**config.mk**
```make
export PLATFORM = sky130hd
export DESIGN_NAME = salc_front
export DESIGN_NICKNAME = d
export VERILOG_FILES = /design/src/rtl/salc_pkg.sv /design/src/rtl/salc_front.sv
export SDC_FILE = /design/constraint.sdc
export NUM_CORES = 1
export LEC_CHECK = 0
export BUFFER_PORTS_ARGS = -buffer_cell sky130_fd_sc_hd__buf_2
export CORE_ASPECT_RATIO = 1.75
export CORE_UTILIZATION = 40
export DETAILED_ROUTE_END_ITERATION = 6
export HOLD_SLACK_MARGIN = 0.03
export PLACE_DENSITY_LB_ADDON = 0.3
export SETUP_SLACK_MARGIN = 0.5
export SLEW_MARGIN = 0
export SYNTH_ARGS = -nofsm -noshare
export SYNTH_HDL_FRONTEND = slang
export SYNTH_SLANG_ARGS = --single-unit
```
**constraint.sdc**
```tcl
create_clock -name clk -period 3.25 [get_ports clk]
set_input_delay 0.65 -clock clk [delete_from_list [all_inputs] [get_ports clk]]
set_output_delay 0.65 -clock clk [all_outputs]
set_load 0.01 [all_outputs]
```
**src/rtl/salc_pkg.sv**
```systemverilog
// Package for the set-associative LRU cache model: types and constants.
// No dependencies.
`default_nettype none
package salc_pkg;
  localparam int unsigned ADDR_W = 32;
  localparam int unsigned CNT_W  = 32;

  typedef enum logic [1:0] {
    ACT_INSTR  = 2'd0,
    ACT_LOAD   = 2'd1,
    ACT_STORE  = 2'd2,
    ACT_MODIFY = 2'd3
  } action_t;

  typedef enum logic [1:0] {
    CFG_SET_BITS   = 2'd0,
    CFG_WAYS       = 2'd1,
    CFG_BLOCK_BITS = 2'd2
  } cfg_idx_t;

  typedef enum logic [1:0] {
    BK_IDLE  = 2'd0,
    BK_READ  = 2'd1,
    BK_WRITE = 2'd2
  } bk_state_t;
endpackage
`default_nettype wire

```
**src/rtl/salc_front.sv**
```systemverilog
// Front end: accepts items, splits the address into set and tag, and queues them.
// Depends on salc_pkg.
`default_nettype none
module salc_front import salc_pkg::*; #(
  parameter int unsigned MAX_SET_BITS = 8
) (
  input  wire logic                    clk,
  input  wire logic                    rst_n,
  input  wire logic [3:0]              set_bits,
  input  wire logic [4:0]              block_bits,
  input  wire logic                    in_valid,
  output logic                         in_ready,
  input  wire logic [1:0]              in_action,
  input  wire logic [31:0]             in_address,
  output logic                         q_valid,
  input  wire logic                    q_pop,
  output logic [1:0]                   q_action,
  output logic [MAX_SET_BITS-1:0]      q_set,
  output logic [31:0]                  q_tag
);
  localparam int unsigned ENT_W = 2 + MAX_SET_BITS + 32;
  logic [ENT_W-1:0] q_r [2];
  logic             wp_r, rp_r;
  logic [1:0]       cnt_r;
  logic [4:0]       s_c, b_c;
  logic [31:0]      shifted;
  logic [31:0]      set_mask;
  logic [MAX_SET_BITS-1:0] set_v;
  logic [31:0]      tag_v;
  logic             push;

  // Clamp the configuration to its legal ranges.
  always_comb begin
    if (set_bits == 4'd0) s_c = 5'd1;
    else if (32'(set_bits) > MAX_SET_BITS) s_c = 5'(MAX_SET_BITS);
    else s_c = {1'b0, set_bits};
    if (block_bits == 5'd0) b_c = 5'd1;
    else if (block_bits > 5'd16) b_c = 5'd16;
    else b_c = block_bits;
    shifted  = in_address >> b_c;
    set_mask = (32'd1 << s_c) - 32'd1;
    set_v    = MAX_SET_BITS'(shifted & set_mask);
    tag_v    = shifted >> s_c;
  end

  assign in_ready = (cnt_r != 2'd2);
  assign push     = in_valid && in_ready;
  assign q_valid  = (cnt_r != 2'd0);
  assign {q_action, q_set, q_tag} = q_r[rp_r];

  always_ff @(posedge clk) begin
    if (push) q_r[wp_r] <= {in_action, set_v, tag_v};
    if (!rst_n) begin
      wp_r <= 1'b0; rp_r <= 1'b0; cnt_r <= 2'd0;
    end else begin
      if (push) wp_r <= ~wp_r;
      if (q_pop) rp_r <= ~rp_r;
      cnt_r <= cnt_r + 2'(push) - 2'(q_pop);
    end
  end
endmodule
`default_nettype wire

```
==> results of run 1 <==
## worst register-to-register path, stage by stage, from the launching register on
cell      delay, ps
dfxtp_1         340
nand2b_1        150
nand2_1         130
nor2_4          550
buf_4           340
## kinds of logic (layout without fill, tap and decap cells)
family	Yosys count	in the layout	synth area share (%)
and+or+nand+nor	259	259	16.87
adders and majority gates	3	3	0.5107
xor gates and xnor gates	4	4	0.4767
DFF	89	89	35.68
AOI/OAI and AO/OA	230	232	23.40
muxes	114	114	17.11
other	2	5	0.1022
buffers and inverters	85	309	5.855
## registers in the layout, indices dropped and copies added (netlist names), named ones only
register	flops
wp_r	1
rp_r	1
cnt_r	2
q_r	84
## layer usage
layer  vias to the layer above  wire length, um  GRT usage, %  part of all wire [%]
met3                       164             1308         4.040                   4.6
met1                      3736             9900         29.92                    35
met4                         0             2686         24.74                   9.5
li1                       3487                -             -                     -
met5                         -                0             0                     0
met2                       373            14520         54.20                    51
## metrics by stage
| stage | setup WS, ps | util [%] | cells |
|---|---|---|---|
| floorplan | 461.1 | - | 789 |
| global placement | -518.1 | 50.59 | 1206 |
| detailed placement | -495.9 | 50.59 | 1206 |
| CTS | 391.6 | 55.68 | 1237 |
| global route | 343.5 | 58.19 | 1249 |
| finish | 406.4 | 58.19 | 1249 |
## layout by cell type, fill, tap and decap left out, drive strengths merged, types with 7 or more instances in the layout
master / count
buf: 280
edfxtp: 84
nor2: 81
mux2: 60
nand2: 57
mux2i: 51
a21oi: 42
nand3: 28
o21ai: 27
nor3: 21
a211oi: 20
o221ai: 15
inv: 14
o22ai: 13
nand2b: 12
nor2b: 12
a31oi: 12
a22oi: 11
and2: 10
o211ai: 9
clkbuf: 9
and3: 9
or3: 8
or2: 8
a221oi: 7
a32oi: 7
## synth_stat cells, drive strengths merged (5+ instances only)
cell / n / area share [%]
edfxtp: 84 / 34
nor2: 81 / 4.3
mux2: 60 / 9.2
nand2: 57 / 2.9
mux2i: 51 / 6.9
a21oi: 42 / 3.0
buf: 36 / 3.4
clkbuf: 35 / 1.8
nand3: 28 / 1.9
o21ai: 27 / 1.8
nor3: 21 / 1.5
a211oi: 20 / 2.1
o221ai: 15 / 1.8
o22ai: 13 / 1.1
a31oi: 12 / 1.0
inv: 12 / 0.61
nand2b: 12 / 1.0
nor2b: 12 / 1.0
a22oi: 11 / 1.2
and2: 10 / 0.85
and3: 9 / 0.77
o211ai: 9 / 0.92
or2: 8 / 0.68
or3: 8 / 0.68
a221oi: 7 / 0.92
a32oi: 7 / 0.83
a221o: 6 / 0.82
a32o: 6 / 0.82
a211o: 5 / 0.60
a2bb2oi: 5 / 0.60
dfxtp: 5 / 1.4
## where the power goes
group | internal (mW) | switching, mW | total, mW
Combinational | 0.804 | 0.952 | 1.76
Sequential | 1.47 | 0.0538 | 1.52
Clock | 0.753 | 0.432 | 1.19
## final timing paths
check                     to  slack (ps)
setup reg to reg  q_r[0][36]        1450
hold / removal    q_r[1][40]         490
setup / recovery   q_r[1][8]         410
hold reg to reg         flop         580
## layout make-up
cell class	instances	share of cell area, %
multi-input cells	617	48.22
flip-flops and latches	89	25.09
repair buffers	280	20.13
well taps	234	2.799
clock buffers	9	2.153
clock inverters	6	1.101
inverters	14	0.5025
## timing repair
| item | CTS | global route |
|---|---|---|
| pin swaps | 32 | 29 |
| cloned | 2 | 0 |
| gates resized for setup | 91 | 72 |
| setup endpoints to repair | 58 | 56 |
| buffers inserted | 14 | 12 |
==> out/summary.md, run 1 <==
The run finished with clean final reports. After floorplanning, the core was divided into 65 placement rows. Count of cells along the worst hold path: 1. In this design, the stage delay of the slowest critical-path cell is 430 ps. Wires add up to 28.41 mm. The synthesis-to-layout area growth came out at 42.28%.

The logs give 2 for the deepest clock path buffer count and 0 for the count of antenna-violating nets left after detailed routing. Counting flops and latches in the post-synthesis netlist gives 89. In this run the standard cell core region covers 17970 sq um. The run gives 0 as the number of hold buffers added after CTS.

Maximum resistive drop on vdd: 0.3744 mV. The final number of hold-violating endpoints was 0. The final routed DRC violation total was 0; the number of synthesized flops with an enable pin was 84. The antenna diode count came out at 0. The tools report the total power draw as 4.465 mW. TritonCTS built the clock tree. The logs give 29.88% for the total global routing track utilization and 5044 sq um for the area of the multi-input gates. The tools report the number of library cell types mapped by synthesis as 84.

91 I/O pins were placed. The number of buffers created by CTS was 9; the die extent in y was 181.3 um. The run gives 89 as the number of sinks on the clock net. Of all nets on the critical path, the largest fanout is 6. The worst path needs 2844 ps of the cycle, external delays included.

Setup violations remaining at the end of the flow were counted as 0. In this run the power density over the cells is 427.0 nW/um^2. Once layout is done, the placed cells without fillers occupy 10460 sq um. Dividing the final minimum period by the clock period gives 87.50%. The placed wire-length estimate after detailed placement was 21.22 mm; the number of filler instances in the final layout was 1608. Counting buffers and inverters, the worst setup path is 11 cells deep. The critical path goes through buf_12 -> buf_12 -> buf_4 -> mux2i_1 -> a21oi_1 -> a32o_2 -> a221o_1 -> nor2_2 -> nor2_1 -> mux2_2 -> a221o_1.

The buffers plus inverters on the worst setup path was 3. The largest net degree at the start of global routing was 33; the chip width was 104.5 um. At the pin with the least slew margin, the transition time is 686.0 ps.

The tools report the post-route clock skew as 5.050 ps. The number of levels the H-tree was split into came out at 3. Measured against its own limit, the worst slew margin works out to 54.16%. Across the whole layout, storage elements account for 2624 sq um.

The most critical setup path has its startpoint at block_bits[0]. Data on the critical path arrives at its endpoint at 2920 ps. Top cell family by delay on the critical path: compound AO/OA/AOI/OAI gates.

The worst register-to-register path has a depth of 4. In this run the static leakage power is 4.167 nW. Setup repair after global routing could not meet its margin everywhere. Using the TritonRoute via totals, the vias-per-cell ratio works out to 6.213. The number of global-route vias before repair was 7864; the count of input and output buffers was 90. The critical-path cell with the highest stage delay was a221o_1. The max-slew violation total from the final report is 0, and the mean post-synth cell area is 9.352 sq um. For the placed cell area, the log shows 9092 sq um. The per-cell routed wire length is 22.75 um, and the count of routing violations after the opening detailed-route iteration is 440. The classification of the worst setup path is in2reg. The maximum clock rate is 0.3517 GHz, and the post-synthesis instance total is 786. The total number of vias is 7760, and the share of synthesized registers carrying an async set or reset is 0%. The detailed-routing iteration count for the pre-antenna-repair pass is 5.

The critical register-to-register path startpoint was cnt_r[0]. The global route total overflow came out at 0. For this run, the leading register cell type out of synthesis is edfxtp_1. Yosys printed 0 warnings. The worst hold path class was in2reg. The startpoint of the most critical hold path was in_action[0]. The cell sitting at the root of the clock tree is a clkbuf_16. Adding up every negative setup slack in the final design gives 0 ps. The die covers 18940 sq um. The post-synthesis instance area is 7351 sq um.

After clock tree synthesis, the clock-pin slew on the worst setup and hold paths is 70 ps. Of the cells placed in the final design, the portion with a size suffix greater than 1 is 48.97%. The number of antenna violations at the first check in global routing is 0, and the critical path required time is 3330 ps. The worst setup path is launched from a primary input.

The tools report the post-route worst hold slack as 490.0 ps. The sequential area share after synthesis was 35.68%. At the end of routability-driven placement, the weighted congestion stood at 1.028.

The net count of the finished layout is 1061. The run gives 340 ps as the clock network latency to the later pin of the worst-skew pair. For this configuration, the core starts out at a cell density of 40.90%. The tools report the wire length of the first global-routing pass as 43.47 mm. The max-cap check violation count was 0. The kind of end point of the critical path was a flop.
Power figures use the tool's default switching activity.
==> run 2, diff against run 1 <==
--- a/config.mk
+++ b/config.mk
@@ -5,9 +5,11 @@
 export SDC_FILE = /design/constraint.sdc
 export NUM_CORES = 1
 export LEC_CHECK = 0
+export ABC_AREA = 1
 export BUFFER_PORTS_ARGS = -buffer_cell sky130_fd_sc_hd__buf_2
 export CORE_ASPECT_RATIO = 1.75
 export CORE_UTILIZATION = 40
+export CTS_CLUSTER_SIZE = 24
 export DETAILED_ROUTE_END_ITERATION = 6
 export HOLD_SLACK_MARGIN = 0.03
 export PLACE_DENSITY_LB_ADDON = 0.3
==> out/summary.md, run 2 <==
For this design the static power due to leakage is 3.435 nW. The logs give 89 for the number of sinks on the clock net and 0 for the final number of setup-violating endpoints. The first global-routing pass estimated 32.10 mm of wire. Post-route clock skew: 5.816 ps.

The synthesized-area fraction occupied by adder cells was 0.5533%. The tools report the least setup slack across all paths after layout as 611.8 ps. The die footprint was 17510 sq um; the count of routing violations after the opening detailed-route iteration was 529. The biggest area consumer among synthesized cells is edfxtp_1.

The routability-driven placement congestion ratio came out at 1.040. The flow ran to the end, and the final reports show no timing, DRC or antenna violations. After synthesis, the most frequently instantiated cells are nand3_1, nand2_1, edfxtp_1.

The final number of hold-violating endpoints came out at 0. At the worst endpoint, the arrival time is 2710 ps. Port buffering added 90 buffers. The total number of vias was 6513; the die extent in y was 174.3 um. Summing the sequential cell areas from Yosys gives 38.66% of the chip area. The logs give 91 for the count of pins on the block boundary and 488.3 ps for the post-route worst hold slack.

Relative to the synthesized area, the layout overhead comes to 14.22%. Once the floorplan was initialized, standard cells occupied 41.06% of the core. The tools report the number of filler instances in the final layout as 1705. Counting flops per register, the top entry is q_r. The per-cell via count in the routed design came out at 5.548. The critical register-to-register path startpoint is cnt_r[0]. Measured against its own limit, the worst slew margin works out to 60.33%. In the synthesized netlist the async set-or-reset flop fraction comes to 0%. Summed over all layers, the global routing overflow is 0.

After clock tree synthesis, the flow added hold-fix buffers numbering 0. In the routed design, unresolved DRC markers number 0. The tools report the startpoint of the most critical hold path as in_action[0]. At the pin with the least slew margin, the transition time is 595.0 ps. For the clock network power share, the log shows 26.3%. By area the synthesized netlist is led by edfxtp_1, nand3_1, nand2_1, mux2_2, nand3_2. Of the available clock period, the critical path in the final layout requires 81.18%.

IR analysis of the VDD net gives a maximum drop of 0.2126 mV. Number of antenna violations at the first check in global routing: 0. Entering global routing, the biggest net connects 44 pins. In this run the number of H-tree levels came out at 3.

The tools report the number of global-route vias before repair as 6266. The tools report the register share of total power as 41.1%. The sort of element at the start of the critical path was a primary input. The portion of synthesized cell area occupied by the leading cell type was 37.18%. Global routing used 23.69% of the available tracks. Of the total synthesized cell area, the portion taken by XOR and XNOR cells is 0.3873%. Worst hold path class: in2reg.

The library cell used most frequently in the layout, excluding fill and tap cells, is nand3_1. The setup total negative slack is 0 ps, and the clock network latency to the later pin of the worst-skew pair is 350 ps. The count of antenna-violating nets left after detailed routing is 0. The power density over the cells is 459.2 nW/um^2, and the net count reported at finish is 995.

The run gives 62 as the row count. Number of non-filler instances in the completed layout: 1174. The most common cell in the synthesized netlist is nand3_1.

The synthesized netlist contains 38 unique library cells. The tools report the cell chosen for the clock root as clkbuf_16. Pre-CTS worst setup slack: 277.3 ps. TritonCTS built the clock tree. The tools report the antenna diode count as 0. The first TritonRoute pass finished after 7 iterations. Number of synthesized flops with an enable pin: 84. The die is 100.4 um wide.

The final routed wirelength across all metal layers was 20.23 mm. Cells with a size suffix above 1 make up 25.05% of the layout. The time the final worst path needs with I/O delays and setup is 2638 ps.

The number of warnings issued by yosys was 0. The placed wire-length estimate after detailed placement is 15.37 mm. The synthesis-stage register bit count is 89, and the post-synthesis instance total is 865.

The core region is 16520 sq um. STA puts the critical path data required time at 3320 ps. The tools report the maximum clock rate as 0.3790 GHz. The internal power of the cells was 2.353 mW.

The clock transition at the registers of the reported paths was 60 ps. The library cells used most frequently in the layout, excluding fill and tap cells, are nand3_1, nand2_1, buf_2. The simple logic cell fraction of the synthesized area came out at 43.42%. Setup repair after global routing left no endpoint under its margin.

After detailed routing, the average wire length per cell comes to 17.23 um. Measured against the total synthesized area, the mux share comes to 6.972%. For the count of buffers added by post-CTS timing repair for setup, the log shows 0. The number of flip-flops under the largest register name is 84.

The tool flagged a number of max-cap violations equal to 0. Tracing the worst setup path back leads to its startpoint at block_bits[1]. The clock passes through at most 2 buffers.

In this run, placement finished with an instance count of 1158. Summing the areas of all compound-gate instances in the mapped netlist gives 2.453% of the synthesized area. The most used flip-flop cell after synthesis is edfxtp_1. The largest registers in the layout are q_r x84, cnt_r x2. Mean post-synth cell area: 7.843 sq um. The classification of the worst setup path was in2reg. Combinational logic is responsible for 32.6% of the overall power. The max-slew violation total from the final report was 0.

STA classifies the critical path endpoint as a flop. The number of buffers created by CTS is 9, and the maximum fanout count along the critical path is 17. The combinational family with the most area after synthesis was simple AND/OR/NAND/NOR gates. The logs give 6784 sq um for the post-synthesis instance area and 1.205 mW for the switching component of the power. The switching portion of total power is 33.87%.
## run 2: cell types whose count changed in the layout (fill, tap and decap cells not counted), moves of 13 or more
cell / delta
a21oi_1: -20
buf_4: -149
inv_1: +36
mux2_2: -15
mux2i_1: -42
nand2_1: +138
nand2_2: +14
nand3_1: +284
nand3_2: +19
nor2_1: -48
o21ai_0: -13
## run 2: power groups by stage
| stage | clock [mW] | combinational (mW) | sequential [mW] |
|---|---|---|---|
| global route | 0.999 | 1.28 | 1.47 |
| floorplan | 0 | 0.796 | 1.48 |
| detailed placement | 0 | 1.16 | 1.49 |
| global placement | 0 | 1.15 | 1.48 |
| finish | 0.936 | 1.16 | 1.46 |
| CTS | 0.956 | 1.16 | 1.46 |
## run 2: final timing paths
kind | cells past startpoint | to | slack [ps]
setup / recovery | 16 | q_r[1][2] | 610
hold reg to reg | 2 | cnt_r[1] | 490
setup reg to reg | 5 | q_r[1][35] | 1630
hold / removal | 1 | q_r[0][40] | 490
## run 2: logic make-up (layout without fill, tap and decap cells)
family / count (synthesis) / after routing
simple gates: 596 / 596
buf+inv: 104 / 186
flops: 89 / 89
mux: 42 / 42
compound gates: 26 / 26
fa+ha+maj: 3 / 3
xor+xnor: 3 / 3
other cells: 2 / 5
## run 2: final cells by class
cell class / count / area, sq um / area share, %
Inverter: 56 / 212.7 / 2.745
Timing Repair Buffer: 114 / 668.1 / 8.623
Tap cell: 224 / 280.3 / 3.617
Multi-Input combinational cell: 675 / 3694 / 47.67
Clock buffer: 9 / 225.2 / 2.907
Sequential cell: 89 / 2624 / 33.86
Clock inverter: 7 / 45.04 / 0.5813
## run 2: metrics by stage
stage / total power, mW / utilization [%] / area [sq um]
after CTS: 3.580 / 46.84 / 7740
after floorplan: 2.274 / - / 6800
after global placement: 2.629 / 45.21 / 7470
final: 3.559 / 46.90 / 7749
after detailed placement: 2.644 / 45.21 / 7470
after global routing: 3.753 / 46.90 / 7749
## run 2: repair_timing
item / CTS / global route
resized for setup: 0 / 1
hold endpoints to repair: 0 / 0
endpoints found under the setup margin: 0 / 4
## run 2: metal layers
metal | wire, um | share of wire, % | GRT usage (%)
met1 | 7626 | 38 | 26.51
met5 | 0 | 0 | 0
met4 | 1058 | 5.2 | 13.47
met2 | 10750 | 53 | 42.72
met3 | 793 | 3.9 | 2.453
## run 2: worst max-delay path, stage by stage
cell and delay [ps]:
buf_2 140, nor2_2 210, nand2_4 120, nand2_4 130, nand2_4 80, inv_4 180, buf_4 190, nand3_1 120
nand3_1 150, nand3_1 130, nand2_1 130, nand2_1 70, nand2_1 60, nand2_1 50, nor2_1 160, nand2_1 140
==> run 3, diff against run 2 <==
--- a/config.mk
+++ b/config.mk
@@ -5,7 +5,7 @@
 export SDC_FILE = /design/constraint.sdc
 export NUM_CORES = 1
 export LEC_CHECK = 0
-export ABC_AREA = 1
+export ABC_AREA = 0
 export BUFFER_PORTS_ARGS = -buffer_cell sky130_fd_sc_hd__buf_2
 export CORE_ASPECT_RATIO = 1.75
 export CORE_UTILIZATION = 40
==> constraint.sdc (replaced) <==
create_clock -name clk -period 2.25 [get_ports clk]
set_input_delay 0.45 -clock clk [delete_from_list [all_inputs] [get_ports clk]]
set_output_delay 0.45 -clock clk [all_outputs]
set_load 0.01 [all_outputs]
==> out/summary.md, run 3 (synthesized netlist as in run 1, its figures left out) <==
In this run the number of H-tree levels came out at 3. The detailed router finished its first iteration with 565 violations. For the die footprint, the log shows 18940 sq um.

For the number of non-filler instances in the completed layout, the log shows 1407. The power density over the cells is 542.8 nW/um^2, and the number of flip-flops under the largest register name is 84. For this design the top-level I/O count stands at 91. Transition time of the tightest slew-check pin: 512.1 ps. The tree is rooted in a clkbuf_16.

In this run the worst path has a maximum fanout of 6. The count of input and output buffers works out to 90. The run finished, with violations left. The top register by number of flip-flops is q_r.

The most critical setup path has its startpoint at block_bits[0]. The classification of the worst setup path was in2reg. Setup violations remaining at the end of the flow were counted as 60.

For the number of antenna violations at the first check in global routing, the log shows 0. The sort of element at the start of the critical path was a primary input. The worst register-to-register path begins at cnt_r[0]. Global routing consumed, over all layers together, 34.21% of the routing resources. The checks that failed: negative setup slack. The smallest clock period supported by the final layout is computed as 2754 ps. The capture instance of the worst register-to-register path was cnt_r[1]. Max-slew violation total from the final report: 0.

In the routed layout, each cell is associated on average with a via count of 6.137. The wire length of the first global-routing pass is 49.25 mm, and the largest net degree at the start of global routing is 43. For this design, the sink count on the clock tree is 89.

The routability-driven placement congestion ratio was 1.046; the clock transition at the registers of the reported paths was 70 ps. The total leakage power is 5.418 nW, and the global route total overflow is 0. Leaving out fill and tap cells, the most frequent cell in the layout is buf_4. In the global route stage, met3 resource usage came out at 4.473%. Total power draw: 7.185 mW. The run gives 33.46 mm as the final routed wirelength across all metal layers. In this run the most used layer during global routing was met2.

For the setup total negative slack, the log shows -19360 ps. In the routed design, unresolved DRC markers number 0. The initial core utilization came out at 40.90%. Dividing the detail-routed wire length by the instance count gives 23.78 um. The tools report the met2 demand-to-capacity share in global routing as 63.26%. The largest registers in the layout are q_r x84, cnt_r x2. Static timing analysis puts the maximum clock frequency at 0.3632 GHz. The first detailed-routing pass took 5 iterations. The number of global-route vias before repair was 8791; the synthesis-to-layout area growth was 80.07%. The tools report the least setup slack across all paths after layout as -503.5 ps. The max-cap check violation count was 0.

The count of cells along the worst hold path was 1. The count of antenna-violating nets left after detailed routing is 0, and the instance count after placement with tap cells included is 1292. Counting the buffers created by CTS gives 9. Setup repair after global routing could not meet its margin everywhere.

The repair_antennas step left the layout with diodes totalling 0. For the worst-skew pair, the clock arrives at the later sink with an insertion delay of 350 ps. The endpoint of the worst setup timing path is q_r[1][4]. Worst hold path class: in2reg. The deepest clock path buffer count was 2; the total number of vias was 8635. Cells with a size suffix above 1 make up 63.77% of the layout.

Final worst-path cycle share: 122.4%. The worst pin sits at a relative slew slack of 65.60%. Core region area: 17970 sq um. TritonCTS built the clock tree. The critical path required time is 2340 ps, and the die extent in y is 181.3 um.

The clock arrives with 7.739 ps of skew. The cell count of the worst reg-to-reg path was 8. The reg2reg setup slack is 630 ps, and the net count reported at finish is 1218. Detailed placement finished with a half-perimeter wire length of 22.68 mm.

Row generation in the floorplan step produced 65 rows. In the layout the commonest cells are buf_4, buf_6, edfxtp_1. The final number of hold-violating endpoints is 0.

The post-route worst hold slack is 299.5 ps. The worst-case IR drop observed on VDD is 0.4634 mV. Global routing consumed, on the met1 layer, 32.68% of the routing resources. The worst setup path is captured at a flop.

Data on the critical path arrives at its endpoint at 2840 ps. The die is 104.5 um wide.
[run 3: metal layers]
layer	vias to the layer above	routed length, um	share of wire [%]
met3	221	1914	5.7
met1	4125	10460	31
met5	-	0	0
li1	3814	-	-
met2	475	17710	53
met4	0	3381	10
[run 3: final cells by class]
type / instances / area [sq um]
Timing Repair Buffer: 439 / 3948
Sequential cell: 89 / 2626
Clock inverter: 5 / 38.79
Multi-Input combinational cell: 615 / 6042
Tap cell: 234 / 292.8
Fill cell: 1188 / 4737
Inverter: 14 / 56.30
Clock buffer: 11 / 232.7
[run 3: worst min-delay path by stage]
stage / start / endpoint
finish: in_action[0] / q_r[0][40]
global route: in_action[0] / q_r[0][40]
CTS: in_action[0] / q_r[0][40]
detailed placement: rp_r / flop
global placement: rp_r / flop
floorplan: in_action[0] / q_r[0][40]
[run 3: worst max-delay path, stage by stage]
cell and delay (ps):
buf_12 110, o21bai_4 220, buf_6 150, buf_6 110
a32o_2 300, a21oi_4 230, o22ai_4 170, a211o_1 400
mux2i_2 230, mux2i_4 120, a221o_1 340
[run 3: report_power, final]
part | leakage [nW] | internal [mW] | switching, mW
Combinational | 4.45 | 1.88 | 1.72
Clock | 0.131 | 0.756 | 0.620
Sequential | 0.837 | 2.12 | 0.0840
Total | 5.42 | 4.76 | 2.43
[run 3: through the flow]
step | util [%] | area [sq um] | setup WS (ps)
6_report | 73.64 | 13240 | -503.5
5_1_grt | 73.64 | 13240 | -556.1
4_1_cts | 69.06 | 12410 | -447.7
3_5_place_dp | 54.85 | 9858 | -1100
3_3_place_gp | 54.85 | 9858 | -1116
2_1_floorplan | - | 7592 | -334.9
[run 3: timing repair]
item,CTS,global route
resized for setup,336,125
pin swaps,96,62
hold buffers,0,0
setup endpoints to repair,118,118
cloned,4,0
setup buffers,72,23
